File: config.mk
export PLATFORM = sky130hd
export DESIGN_NAME = fit_policy_block_allocator
export DESIGN_NICKNAME = d
export VERILOG_FILES = /design/src/sv/fpba_pkg.sv /design/src/sv/fpba_ctrl.sv /design/src/sv/fpba_dp.sv /design/src/sv/fit_policy_block_allocator.sv
export SDC_FILE = /design/constraint.sdc
export NUM_CORES = 1
export LEC_CHECK = 0
export ABC_AREA = 1
export BUFFER_PORTS_ARGS = -buffer_cell sky130_fd_sc_hd__buf_2
export CAP_MARGIN = 40
export CORE_ASPECT_RATIO = 1.75
export CORE_MARGIN = 4
export CORE_UTILIZATION = 45
export CTS_CLUSTER_SIZE = 40
export DETAILED_ROUTE_END_ITERATION = 6
export HOLD_SLACK_MARGIN = 0.03
export SKIP_LAST_GASP = 1
export SLEW_MARGIN = 10
export SYNTH_ARGS = -nofsm -noshare
export SYNTH_HDL_FRONTEND = slang
export SYNTH_SLANG_ARGS = --single-unit
File: constraint.sdc
create_clock -name clk_i -period 3.4 [get_ports clk_i]
set_input_delay 1.02 -clock clk_i [delete_from_list [all_inputs] [get_ports clk_i]]
set_output_delay 1.02 -clock clk_i [all_outputs]
set_load 0.1 [all_outputs]
File: src/sv/fpba_pkg.sv
// Shared constants, types and reset values for the fit-policy block allocator.
// No dependencies; imported by the controller, datapath and top level.
`timescale 1ns / 1ps
`default_nettype none

package fpba_pkg;

  localparam int NUM_BLOCKS = 16;
  localparam int BLOCK_UNIT = 100;
  localparam int IDX_W      = $clog2(NUM_BLOCKS);
  localparam int AMT_W      = 16;
  localparam int MODE_W     = 2;
  localparam int BLK_W      = 5;
  localparam int AMT_MAX    = 65535;

  // Input beat: tdata = request_size, tuser = mode
  localparam int S_TDATA_W  = 16;
  localparam int S_TUSER_W  = MODE_W;
  // Output beat: tdata = block_number, free_left, allotted_now (37 bits, padded)
  localparam int M_TDATA_W  = 40;
  localparam int M_TUSER_W  = 1;

  typedef enum logic [MODE_W-1:0] {
    MODE_BEST  = 2'd0,
    MODE_WORST = 2'd1,
    MODE_FIRST = 2'd2,
    MODE_NONE  = 2'd3
  } mode_e;

  typedef enum logic [1:0] {
    ST_IDLE,
    ST_SCAN,
    ST_WRITE
  } state_e;

  typedef struct packed {
    logic load;    // capture request, restart scan
    logic scan;    // examine one block
    logic commit;  // write back and load result register
  } dp_cmd_t;

  typedef struct packed {
    logic scan_last;
  } dp_status_t;

  function automatic logic [AMT_W-1:0] init_free(input int k);
    int v;
    v = (k + 1) * BLOCK_UNIT;
    if (v > AMT_MAX) v = AMT_MAX;
    return v[AMT_W-1:0];
  endfunction

endpackage

`default_nettype wire

File: src/sv/fpba_ctrl.sv
// Controller FSM for the allocator: sequences accept, scan and write-back.
// Owns the output valid flag. Depends on fpba_pkg.
`timescale 1ns / 1ps
`default_nettype none

module fpba_ctrl
  import fpba_pkg::*;
(
  input  wire logic       clk_i,
  input  wire logic       rst_ni,
  input  wire logic       in_valid_i,
  output logic            in_ready_o,
  output logic            out_valid_o,
  input  wire logic       out_ready_i,
  output dp_cmd_t         cmd_o,
  input  wire dp_status_t status_i
);

  state_e state_q, state_d;
  logic   out_valid_q, out_valid_d;
  logic   out_free;

  // result slot can take a new beat if empty or draining this cycle
  assign out_free = !out_valid_q || out_ready_i;

  always_comb begin
    state_d = state_q;
    case (state_q)
      ST_IDLE: begin
        if (in_valid_i) state_d = ST_SCAN;
      end
      ST_SCAN: begin
        if (status_i.scan_last) state_d = ST_WRITE;
      end
      ST_WRITE: begin
        if (out_free) state_d = ST_IDLE;
      end
      default: state_d = ST_IDLE;
    endcase
  end

  always_comb begin
    in_ready_o    = 1'b0;
    cmd_o         = '0;
    case (state_q)
      ST_IDLE: begin
        in_ready_o  = 1'b1;
        cmd_o.load  = in_valid_i;
      end
      ST_SCAN: begin
        cmd_o.scan  = 1'b1;
      end
      ST_WRITE: begin
        cmd_o.commit = out_free;
      end
      default: begin
        in_ready_o = 1'b0;
      end
    endcase
  end

  always_comb begin
    out_valid_d = out_valid_q;
    if (cmd_o.commit)     out_valid_d = 1'b1;
    else if (out_ready_i) out_valid_d = 1'b0;
  end

  assign out_valid_o = out_valid_q;

  always_ff @(posedge clk_i or negedge rst_ni) begin
    if (!rst_ni) begin
      state_q     <= ST_IDLE;
      out_valid_q <= 1'b0;
    end else begin
      state_q     <= state_d;
      out_valid_q <= out_valid_d;
    end
  end

endmodule

`default_nettype wire

File: src/sv/fpba_dp.sv
// Datapath for the allocator: block tables, one-block-per-cycle fit scan,
// write-back of the chosen block and the result register. Depends on fpba_pkg.
`timescale 1ns / 1ps
`default_nettype none

module fpba_dp
  import fpba_pkg::*;
(
  input  wire logic              clk_i,
  input  wire logic              rst_ni,
  input  wire dp_cmd_t           cmd_i,
  output dp_status_t             status_o,
  input  wire logic [MODE_W-1:0] mode_i,
  input  wire logic [AMT_W-1:0]  size_i,
  output logic                   granted_o,
  output logic [BLK_W-1:0]       block_number_o,
  output logic [AMT_W-1:0]       free_left_o,
  output logic [AMT_W-1:0]       allotted_now_o
);

  logic [AMT_W-1:0]  free_q  [NUM_BLOCKS];
  logic [AMT_W-1:0]  allot_q [NUM_BLOCKS];

  logic [IDX_W-1:0]  idx_q, idx_d;
  mode_e             mode_q;
  logic [AMT_W-1:0]  size_q;
  logic              found_q, found_d;
  logic [IDX_W-1:0]  sel_idx_q, sel_idx_d;
  logic [AMT_W-1:0]  sel_free_q, sel_free_d;
  logic [AMT_W-1:0]  sel_allot_q, sel_allot_d;

  logic              res_granted_q;
  logic [BLK_W-1:0]  res_blk_q;
  logic [AMT_W-1:0]  res_free_q, res_allot_q;

  logic [AMT_W-1:0]  cur_free;
  logic              fits, take;
  logic [AMT_W-1:0]  new_free;
  logic [AMT_W:0]    allot_sum;
  logic [AMT_W-1:0]  new_allot;
  logic [IDX_W:0]    blk_num;

  assign cur_free           = free_q[idx_q];
  assign fits               = cur_free >= size_q;
  assign status_o.scan_last = idx_q == IDX_W'(NUM_BLOCKS - 1);

  always_comb begin
    take = 1'b0;
    case (mode_q)
      MODE_BEST:  take = fits && (!found_q || cur_free < sel_free_q);
      MODE_WORST: take = fits && (!found_q || cur_free >= sel_free_q);
      MODE_FIRST: take = fits && !found_q;
      default:    take = 1'b0;
    endcase
  end

  always_comb begin
    idx_d       = idx_q;
    found_d     = found_q;
    sel_idx_d   = sel_idx_q;
    sel_free_d  = sel_free_q;
    sel_allot_d = sel_allot_q;
    if (cmd_i.load) begin
      idx_d   = '0;
      found_d = 1'b0;
    end else if (cmd_i.scan) begin
      idx_d = idx_q + 1'b1;
      if (take) begin
        found_d     = 1'b1;
        sel_idx_d   = idx_q;
        sel_free_d  = cur_free;
        sel_allot_d = allot_q[idx_q];
      end
    end
  end

  // allotted amount saturates at full scale
  assign new_free  = sel_free_q - size_q;
  assign allot_sum = {1'b0, sel_allot_q} + {1'b0, size_q};
  assign new_allot = allot_sum[AMT_W] ? AMT_W'(AMT_MAX) : allot_sum[AMT_W-1:0];
  assign blk_num   = {1'b0, sel_idx_q} + 1'b1;

  always_ff @(posedge clk_i or negedge rst_ni) begin
    if (!rst_ni) begin
      for (int k = 0; k < NUM_BLOCKS; k++) begin
        free_q[k]  <= init_free(k);
        allot_q[k] <= '0;
      end
      idx_q   <= '0;
      found_q <= 1'b0;
    end else begin
      idx_q   <= idx_d;
      found_q <= found_d;
      if (cmd_i.commit && found_q) begin
        free_q[sel_idx_q]  <= new_free;
        allot_q[sel_idx_q] <= new_allot;
      end
    end
  end

  always_ff @(posedge clk_i) begin
    sel_idx_q   <= sel_idx_d;
    sel_free_q  <= sel_free_d;
    sel_allot_q <= sel_allot_d;
    if (cmd_i.load) begin
      mode_q <= mode_e'(mode_i);
      size_q <= size_i;
    end
    if (cmd_i.commit) begin
      res_granted_q <= found_q;
      res_blk_q     <= found_q ? BLK_W'(blk_num) : '0;
      res_free_q    <= found_q ? new_free : '0;
      res_allot_q   <= found_q ? new_allot : '0;
    end
  end

  assign granted_o      = res_granted_q;
  assign block_number_o = res_blk_q;
  assign free_left_o    = res_free_q;
  assign allotted_now_o = res_allot_q;

endmodule

`default_nettype wire

File: src/sv/fit_policy_block_allocator.sv
// Fit-policy block allocator: best, worst or first fit over NUM_BLOCKS blocks.
// Each request is accepted, scanned one block per cycle, then written back.
// A new request is taken only after the previous one is written back.
// The result register lets the next request start while a result waits.
// Reset (async, active low) restores all block tables to their initial amounts.
// Depends on fpba_pkg, fpba_ctrl and fpba_dp.
`timescale 1ns / 1ps
`default_nettype none

module fit_policy_block_allocator
  import fpba_pkg::*;
(
  input  wire logic                 clk_i,
  input  wire logic                 rst_ni,
  input  wire logic                 s_axis_tvalid,
  output logic                      s_axis_tready,
  input  wire logic [S_TDATA_W-1:0] s_axis_tdata,  // [15:0] request_size
  input  wire logic [S_TUSER_W-1:0] s_axis_tuser,  // [1:0] mode
  output logic                      m_axis_tvalid,
  input  wire logic                 m_axis_tready,
  output logic [M_TDATA_W-1:0]      m_axis_tdata,  // [4:0] block_number, [20:5] free_left,
                                                   // [36:21] allotted_now, [39:37] zero
  output logic [M_TUSER_W-1:0]      m_axis_tuser   // [0] granted
);

  dp_cmd_t          cmd;
  dp_status_t       status;
  logic             granted;
  logic [BLK_W-1:0] block_number;
  logic [AMT_W-1:0] free_left;
  logic [AMT_W-1:0] allotted_now;

  fpba_ctrl u_ctrl (
    .clk_i       (clk_i),
    .rst_ni      (rst_ni),
    .in_valid_i  (s_axis_tvalid),
    .in_ready_o  (s_axis_tready),
    .out_valid_o (m_axis_tvalid),
    .out_ready_i (m_axis_tready),
    .cmd_o       (cmd),
    .status_i    (status)
  );

  fpba_dp u_dp (
    .clk_i          (clk_i),
    .rst_ni         (rst_ni),
    .cmd_i          (cmd),
    .status_o       (status),
    .mode_i         (s_axis_tuser[MODE_W-1:0]),
    .size_i         (s_axis_tdata[AMT_W-1:0]),
    .granted_o      (granted),
    .block_number_o (block_number),
    .free_left_o    (free_left),
    .allotted_now_o (allotted_now)
  );

  assign m_axis_tdata = {3'b000, allotted_now, free_left, block_number};
  assign m_axis_tuser = granted;

endmodule

`default_nettype wire

### After elaboration in Yosys (flattened, before gate mapping)

Index checks and enable logic that the tools add are counted.

| word-level totals | value |
|---|---|
| flip-flop bits (word level) | 612 |
| bits of input ports | 22 |
| output and inout bits | 43 |
| word-level logic and storage cells | 111 |

| operators by class | value |
|---|---|
| add/subtract/negate cells | 4 |
| magnitude comparators | 6 |
| eq/ne operators | 8 |
| multiplexer cells | 27 |
| bitwise gates (word level) | 3 |
| reduce and logical (&&, ||, !) cells | 18 |

Operator list:

| cell | number |
|---|---|
| $bwmux W256 | 2 |
| $bmux W16 S4 | 2 |
| $mux W16 | 6 |
| $demux W16 S4 | 1 |
| $ge A16 B16 Y1 | 2 |
| $add A16 B16 Y17 | 1 |
| $lt A16 B16 Y1 | 1 |
| $sub A16 B16 Y16 | 1 |
| $ge A5 B5 Y1 const B | 2 |
| $not A4 Y5 | 2 |
| $mux W1 | 9 |
| $mux W4 | 2 |
| $mux W2 | 3 |
| $pmux W2 S3 | 1 |
| $reduce_and A3 Y1 | 2 |
| $reduce_bool A2 Y1 | 3 |
| $add A4 B1 Y5 const B | 1 |
| $logic_and A1 B1 Y1 | 5 |
| $lt A5 B1 Y1 const B | 1 |
| $add A4 B1 Y4 const B | 1 |
| $eq A2 B1 Y1 const B | 2 |
| $eq A2 B2 Y1 const B | 2 |
| $eq A4 B4 Y1 const B | 1 |
| $logic_not A2 Y1 | 2 |
| other kinds (7) | 11 |

### Longest topological paths before layout

| logic depth | value |
|---|---|
| word-level depth | 11 |
| gate-level depth with buffers | 22 |

### By module

From an unflattened synthesis, not the netlist that was laid out.

| second synthesis, totals | value |
|---|---|
| cells, all modules | 3496 |
| area total of the unflattened synthesis | 29408.2 µm² |

By module, submodules not included:

| module | instances | cells each | area an instance (µm²) |
|---|---|---|---|
| fpba_dp | 1 | 3470 | 29226.8 |
| fpba_ctrl | 1 | 22 | 155.1 |
| fit_policy_block_allocator | 1 | 4 | 26.3 |

### Worst setup path before layout

OpenSTA, ideal clock, no wires.

| timing path | value |
|---|---|
| path type | reg2reg |
| start | register u_dp.idx_q[0] |
| end | register u_dp.sel_allot_q[0], enable pin |
| data arrival time | 3.235 ns |
| setup slack | -0.226 ns |
| stages on the path, launching flop included | 20 |
| buffers on the path | 3 |
| clock period less this slack | 3.626 ns |
| path through | dfrtp_1 > buf_2 > clkbuf_1 > clkbuf_1 > nor2_1 > o221ai_1 > nand3_1 > nand3_1 > ha_1 > nand2_1 > inv_1 > o21ai_0 > nand2_1 > a21oi_1 > nand3_1 > nand2_1 > inv_1 > nand2_1 > nand3_1 > inv_1 |

| between the ends | value |
|---|---|
| longest elaborated chain between the ends | 9 |

RTL lines:

| element | line | source |
|---|---|---|
| start, declared | fpba_dp.sv:24 | `logic [IDX_W-1:0] idx_q, idx_d;` |
| start signal, assigned | fpba_dp.sv:92 | `idx_q <= idx_d;` |
| $not A4 Y5 (not written as such) * | fpba_dp.sv:43 | `assign cur_free = free_q[idx_q];` |
| $bmux W16 S4 * | fpba_dp.sv:43 |  |
| $mux W16 (not written as such) * (2 in series) | fpba_dp.sv:43 |  |
| via u_dp.cur_free[13] | fpba_dp.sv:36 | `logic [AMT_W-1:0] cur_free;` |
| $ge A16 B16 Y1 or $lt A16 B16 Y1 (tied branches) | fpba_dp.sv:51, fpba_dp.sv:50 |  |
| $logic_or A1 B1 Y1, on equally long branches | fpba_dp.sv:51, fpba_dp.sv:50 |  |
| $logic_and A1 B1 Y1, on equally long branches | fpba_dp.sv:51, fpba_dp.sv:50 |  |
| $pmux W1 S3 * | fpba_dp.sv:49 | `case (mode_q)` |
| $reduce_and A3 Y1 (no source line) * | - |  |
| end signal, assigned | fpba_dp.sv:104 | `sel_allot_q <= sel_allot_d;` |
| end, declared | fpba_dp.sv:30 | `logic [AMT_W-1:0] sel_allot_q, sel_allot_d;` |

Mark *: on every way through the listed nets, which the timed path passes. The rest lies on a longest branch. The select of a mux whose other input is x is not followed.
A chain may end at the register's enable or synchronous reset.

### Final worst setup path

| timing path | value |
|---|---|
| start | register u_dp.idx_q[0] |
| end | register u_dp.sel_free_q[3], enable pin |

| between the ends | value |
|---|---|
| longest elaborated chain between the ends | 9 |

RTL lines:

| element | line | source |
|---|---|---|
| $not A4 Y5 (not written as such) * | fpba_dp.sv:43 |  |
| $bmux W16 S4 * | fpba_dp.sv:43 |  |
| $mux W16 (not written as such) * (2 in series) | fpba_dp.sv:43 |  |
| via u_dp.cur_free[3] | fpba_dp.sv:36 |  |
| $ge A16 B16 Y1 or $lt A16 B16 Y1 (tied branches) | fpba_dp.sv:51, fpba_dp.sv:50 |  |
| $logic_or A1 B1 Y1, on equally long branches | fpba_dp.sv:51, fpba_dp.sv:50 |  |
| $logic_and A1 B1 Y1, on equally long branches | fpba_dp.sv:51, fpba_dp.sv:50 |  |
| $pmux W1 S3 * | fpba_dp.sv:49 |  |
| $reduce_and A3 Y1 (no source line) * | - |  |
| end signal, assigned | fpba_dp.sv:103 | `sel_free_q <= sel_free_d;` |
| end, declared | fpba_dp.sv:29 | `logic [AMT_W-1:0] sel_free_q, sel_free_d;` |

Marked as above.

==> metrics.md <==
| Metric | Value |
|---|---|
| Worst skew pair latency | `0.64 ns` |
| Hold-fix buffers at CTS | `0` |
| Post-synthesis compound-gate area fraction | `0.155` |
| Post-layout util | `0.535` |
| Synth Register Bits | `612` |
| WP depth | `20` |
| Layout area overhead | `17.8%` |
| Fmax | `0.293 GHz` |
| PwrDens | `944 nW/µm²` |
| IO Count | `65` |
| Crit start category | `flip-flop` |
| Sw Share | `0.447` |
| PnR Total Power | `32.4 mW` |
| Slew @ Worst Pin | `0.807 ns` |
| RR Endpoint | `u_dp.sel_free_q[3]$_DFFE_PP_` |
| Worst EP required | `3.79 ns` |
| # setup viols final | `10` |
| Internal power | `17.9 mW` |
| Total CTS buffers | `58` |
| Critical-path top delay cell | `dfrtp_4` |
| CP max FO | `7` |
| Dpl cell area | `31,400 µm²` |
| NetSw | `14.5 mW` |
| Dpl cells | `4,267` |
| Share of layout cells above drive strength 1 | `0.155` |
| Synth Area in Adders | `0.0306` |
| Die Wd | `200 µm` |
| Clk slew on worst S/H paths | `0.07 ns` |
| Place WS | `-0.0379 ns` |
| DRT iter0 DRCs | `2,574` |
| Initial Utilization | `0.454` |
| Setup_tns | `-0.0293 ns` |
| Setup WS post-layout | `-0.00742 ns` |
| Drt first pass iters | `6` |
| Comb pwr share | `0.512` |
| Max Cap Viol | `0` |
| DR vias/cell | `5.85` |
| Fin crit period | `3.41 ns` |
| R2r setup slk | `-0.007 ns` |
| Routability cong. | `0.947` |
| Fin area | `34,300 µm²` |
| Most frequent CP cell | `buf_12` |
| Outcome | `complete, but fails checks` |
| Die ar. | `69,100 µm²` |
| HP Class | `input pin to asynchronous set/reset pin` |
| Nets@finish | `3,638` |
| H-tree depth | `2` |
| Setup CP Type | `flip-flop to flip-flop` |
| Post-route non-filler standard cell count | `4,407` |
| Xor/xnor cell area share of the yosys netlist | `0.00627` |
| Final Skew | `0.0281 ns` |
| Final Hold Viols | `0` |
| Failing checks | `setup timing` |
| DR vias | `25,799` |
| Slowest stage delay, CP | `0.51 ns` |
| Netlist cell types | `48` |
| CP Capture Type | `flip-flop` |
| # diodes | `0` |
| Post-synthesis mux area share | `0` |
| Crit path max-delay family | `buffers and inverters` |
| Gr usage total | `0.298` |
| R2r worst-path depth | `20` |
| Die Y | `345 µm` |
| Max IR drop VDD | `0.000498 V` |
| Final hold slack | `0.347 ns` |
| Synth Area in Simple Gates | `0.206` |
| # DRC | `0` |
| Row cnt | `123` |
| Crit path capture | `u_dp.sel_free_q[3]$_DFFE_PP_` |
| Syn Inst Count | `3,444` |
| Post-Syn Area | `29,200 µm²` |
| First-pass GRT wire length | `157,000 µm` |
| Post-DP HPWL | `68,500 µm` |
| Largest family of logic cells by synthesized area | `simple AND/OR/NAND/NOR gates` |
| CTS tree | `built` |
| Overflow left after global routing | `0` |
| YS warnings | `0` |
| Slew Viols, Final | `0` |
| Initial antenna violation count | `6` |
| Avg WL per Cell | `24.2 µm` |
| CTS Root Cell | `clkbuf_16` |
| Largest net degree at the start of global routing | `92` |
| Flop pwr share | `0.271` |
| Maximum clock path buffer count | `3` |
| Clock power share | `0.218` |
| Sequential area share after synthesis | `0.544` |
| CP cell instances | `clkinv_8 -> buf_12 -> buf_12 -> clkbuf_16 -> nor2_2 -> o221ai_1 -> nand3_1 -> nand3_4 -> buf_4 -> ha_1 -> a21oi_1 -> o21ai_2 -> nand2_1 -> o211ai_1 -> nand2_1 -> nand3_1 -> nand3_2 -> clkinvlp_4 -> buf_12 -> clkbuf_16` |
| RSZ-0062 raised after global routing | `yes` |
| Bufs and invs on worst path | `8` |
| # port buffers | `61` |
| Layout fillers | `5,815` |
| Syn_area_per_cell | `8.47 µm²` |
| Worst flop-to-flop path startpoint | `u_dp.idx_q[0]$_DFFE_PN0P_` |
| Crit path launch | `u_dp.idx_q[0]$_DFFE_PN0P_` |
| Slew headroom | `0.461` |
| Clock Sinks | `612` |
| P_leak | `16.2 nW` |
| Final Cycle Share | `1.00` |
| Final Routed Wirelength | `106,000 µm` |
| DRT antenna net count | `0` |
| Worst EP arrival | `3.80 ns` |
| Core area | `64,200 µm²` |
| Vias in the first global route | `25,357` |
==> sequential cells by signal, summed over array words and instances, names as in the netlist <==
signal               flops
u_dp.sel_idx_q           4
u_ctrl.out_valid_o       1
u_dp.allotted_now_o     16
u_dp.found_q             1
u_dp.allot_q           256
u_ctrl.state_q           2
u_dp.block_number_o      5
u_dp.size_q             16
u_dp.idx_q               4
u_dp.free_q            256
u_dp.free_left_o        16
u_dp.granted_o           1
u_dp.mode_q              2
u_dp.sel_allot_q        16
u_dp.sel_free_q         16
==> layout make-up <==
type / instances / area (µm²) / share of cell area
Inverter: 181 / 707 / 0.0206
Timing Repair Buffer: 278 / 2670 / 0.0778
Tap cell: 812 / 1020 / 0.0296
Multi-Input combinational cell: 2415 / 12000 / 0.350
Sequential cell: 612 / 15900 / 0.462
Clock inverter: 30 / 377 / 0.0110
Clock buffer: 79 / 1670 / 0.0485
==> worst reg2reg max path, cell delays in order (launching register included) <==
cell and delay, ns:
dfrtp_4 0.51, clkinv_8 0.09, buf_12 0.15, buf_12 0.13
clkbuf_16 0.15, nor2_2 0.07, o221ai_1 0.12, nand3_1 0.17
nand3_4 0.15, buf_4 0.18, ha_1 0.31, a21oi_1 0.19
o21ai_2 0.08, nand2_1 0.06, o211ai_1 0.09, nand2_1 0.07
nand3_1 0.08, nand3_2 0.11, clkinvlp_4 0.10, buf_12 0.15
clkbuf_16 0.17
==> cell usage in the layout, fill, tap and decap left out, types with 12 or more instances in the layout <==
cell | netlist | routed
a21oi_1 | 92 | 88
a31oi_1 | 18 | 17
buf_12 | 0 | 39
buf_2 | 46 | 60
buf_4 | 6 | 159
clkbuf_1 | 161 | 12
clkbuf_16 | 0 | 70
dfrtp_1 | 450 | 447
dfstp_2 | 70 | 70
edfxtp_1 | 92 | 92
ha_1 | 68 | 55
ha_4 | 0 | 13
inv_1 | 161 | 155
inv_2 | 16 | 20
nand2_1 | 969 | 965
nand3_1 | 181 | 165
nor2_1 | 295 | 282
nor2_2 | 3 | 15
o21ai_0 | 564 | 523
o21ai_1 | 35 | 68
o221ai_1 | 45 | 45
o22ai_1 | 61 | 61
==> power groups by stage <==
stage          Clock, mW  Sequential [mW]  Combinational (mW)
6_report            7.05             8.77                16.6
4_1_cts             7.18             8.75                14.9
5_1_grt             7.42             8.81                17.8
3_5_place_dp           0             8.87                14.7
2_1_floorplan          0             8.76                8.51
3_3_place_gp           0             8.86                14.6
==> synth_stat cells (all sizes together) <==
| master | n | share of area |
|---|---|---|
| o221ai | 45 | 0.014 |
| xor2 | 9 | 0.0027 |
| o21a | 1 | 0.00026 |
| a21oi | 94 | 0.016 |
| nand3 | 187 | 0.033 |
| clkinv | 4 | 0.00051 |
| nor3 | 11 | 0.0034 |
| nand2 | 974 | 0.13 |
| conb | 1 | 0.00013 |
| nand3b | 4 | 0.0012 |
| nor2 | 302 | 0.040 |
| buf | 67 | 0.013 |
| or2 | 2 | 0.00043 |
| dfrtp | 450 | 0.39 |
| o211ai | 9 | 0.0023 |
| inv | 177 | 0.023 |
| and2 | 1 | 0.00021 |
| a21o | 4 | 0.0010 |
| a31oi | 18 | 0.0039 |
| o21bai | 1 | 0.00026 |
| edfxtp | 92 | 0.095 |
| fa | 2 | 0.0014 |
| nand4 | 5 | 0.0011 |
| o21ai | 601 | 0.10 |
| o22ai | 61 | 0.013 |
| o31ai | 1 | 0.00026 |
| clkbuf | 171 | 0.022 |
| a211oi | 1 | 0.00026 |
| ha | 68 | 0.029 |
| dfstp | 70 | 0.063 |
| xnor2 | 11 | 0.0036 |
==> logic make-up after synthesis <==
kind of cell | Yosys count
simple gates | 1486
fa+ha+maj | 70
flops | 612
buf+inv | 419
compound gates | 836
other cells | 1
xor+xnor | 20
==> worst min path at each step <==
stage	from	end	slack [ns]	cells after the start
after CTS	rst_ni	u_dp.free_q[177]$_DFFE_PN0P_	0.36	1
after global placement	u_dp.allot_q[112]$_DFFE_PN0P_	u_dp.allot_q[112]$_DFFE_PN0P_	0.46	2
after floorplan	u_dp.idx_q[2]$_DFFE_PN0P_	u_dp.sel_idx_q[2]$_DFFE_PP_	0.42	0
after global routing	rst_ni	u_dp.free_q[129]$_DFFE_PN0P_	0.37	1
after detailed placement	u_dp.free_q[109]$_DFFE_PN0P_	u_dp.free_q[109]$_DFFE_PN0P_	0.46	2
final	rst_ni	u_dp.free_q[177]$_DFFE_PN0P_	0.35	1
==> repair_timing <==
| action | CTS | global route |
|---|---|---|
| setup endpoints to repair | 36 | 36 |
| buffers inserted | 1 | 21 |
| pin swaps | 0 | 38 |
| gates cloned | 1 | 10 |
| gates resized for setup | 6 | 126 |
| endpoints found under the hold margin | 0 | 0 |
==> routing by layer <==
layer / global-route usage / share of wire / up-vias / routed length (µm)
li1: - / - / 11641 / -
met5: 0 / 0.00019 / - / 20
met2: 0.517 / 0.49 / 1182 / 52000
met1: 0.365 / 0.38 / 12646 / 40900
met4: 0.147 / 0.059 / 2 / 6280
met3: 0.0425 / 0.069 / 328 / 7330
No activity file was read; power rests on OpenSTA's default activity.
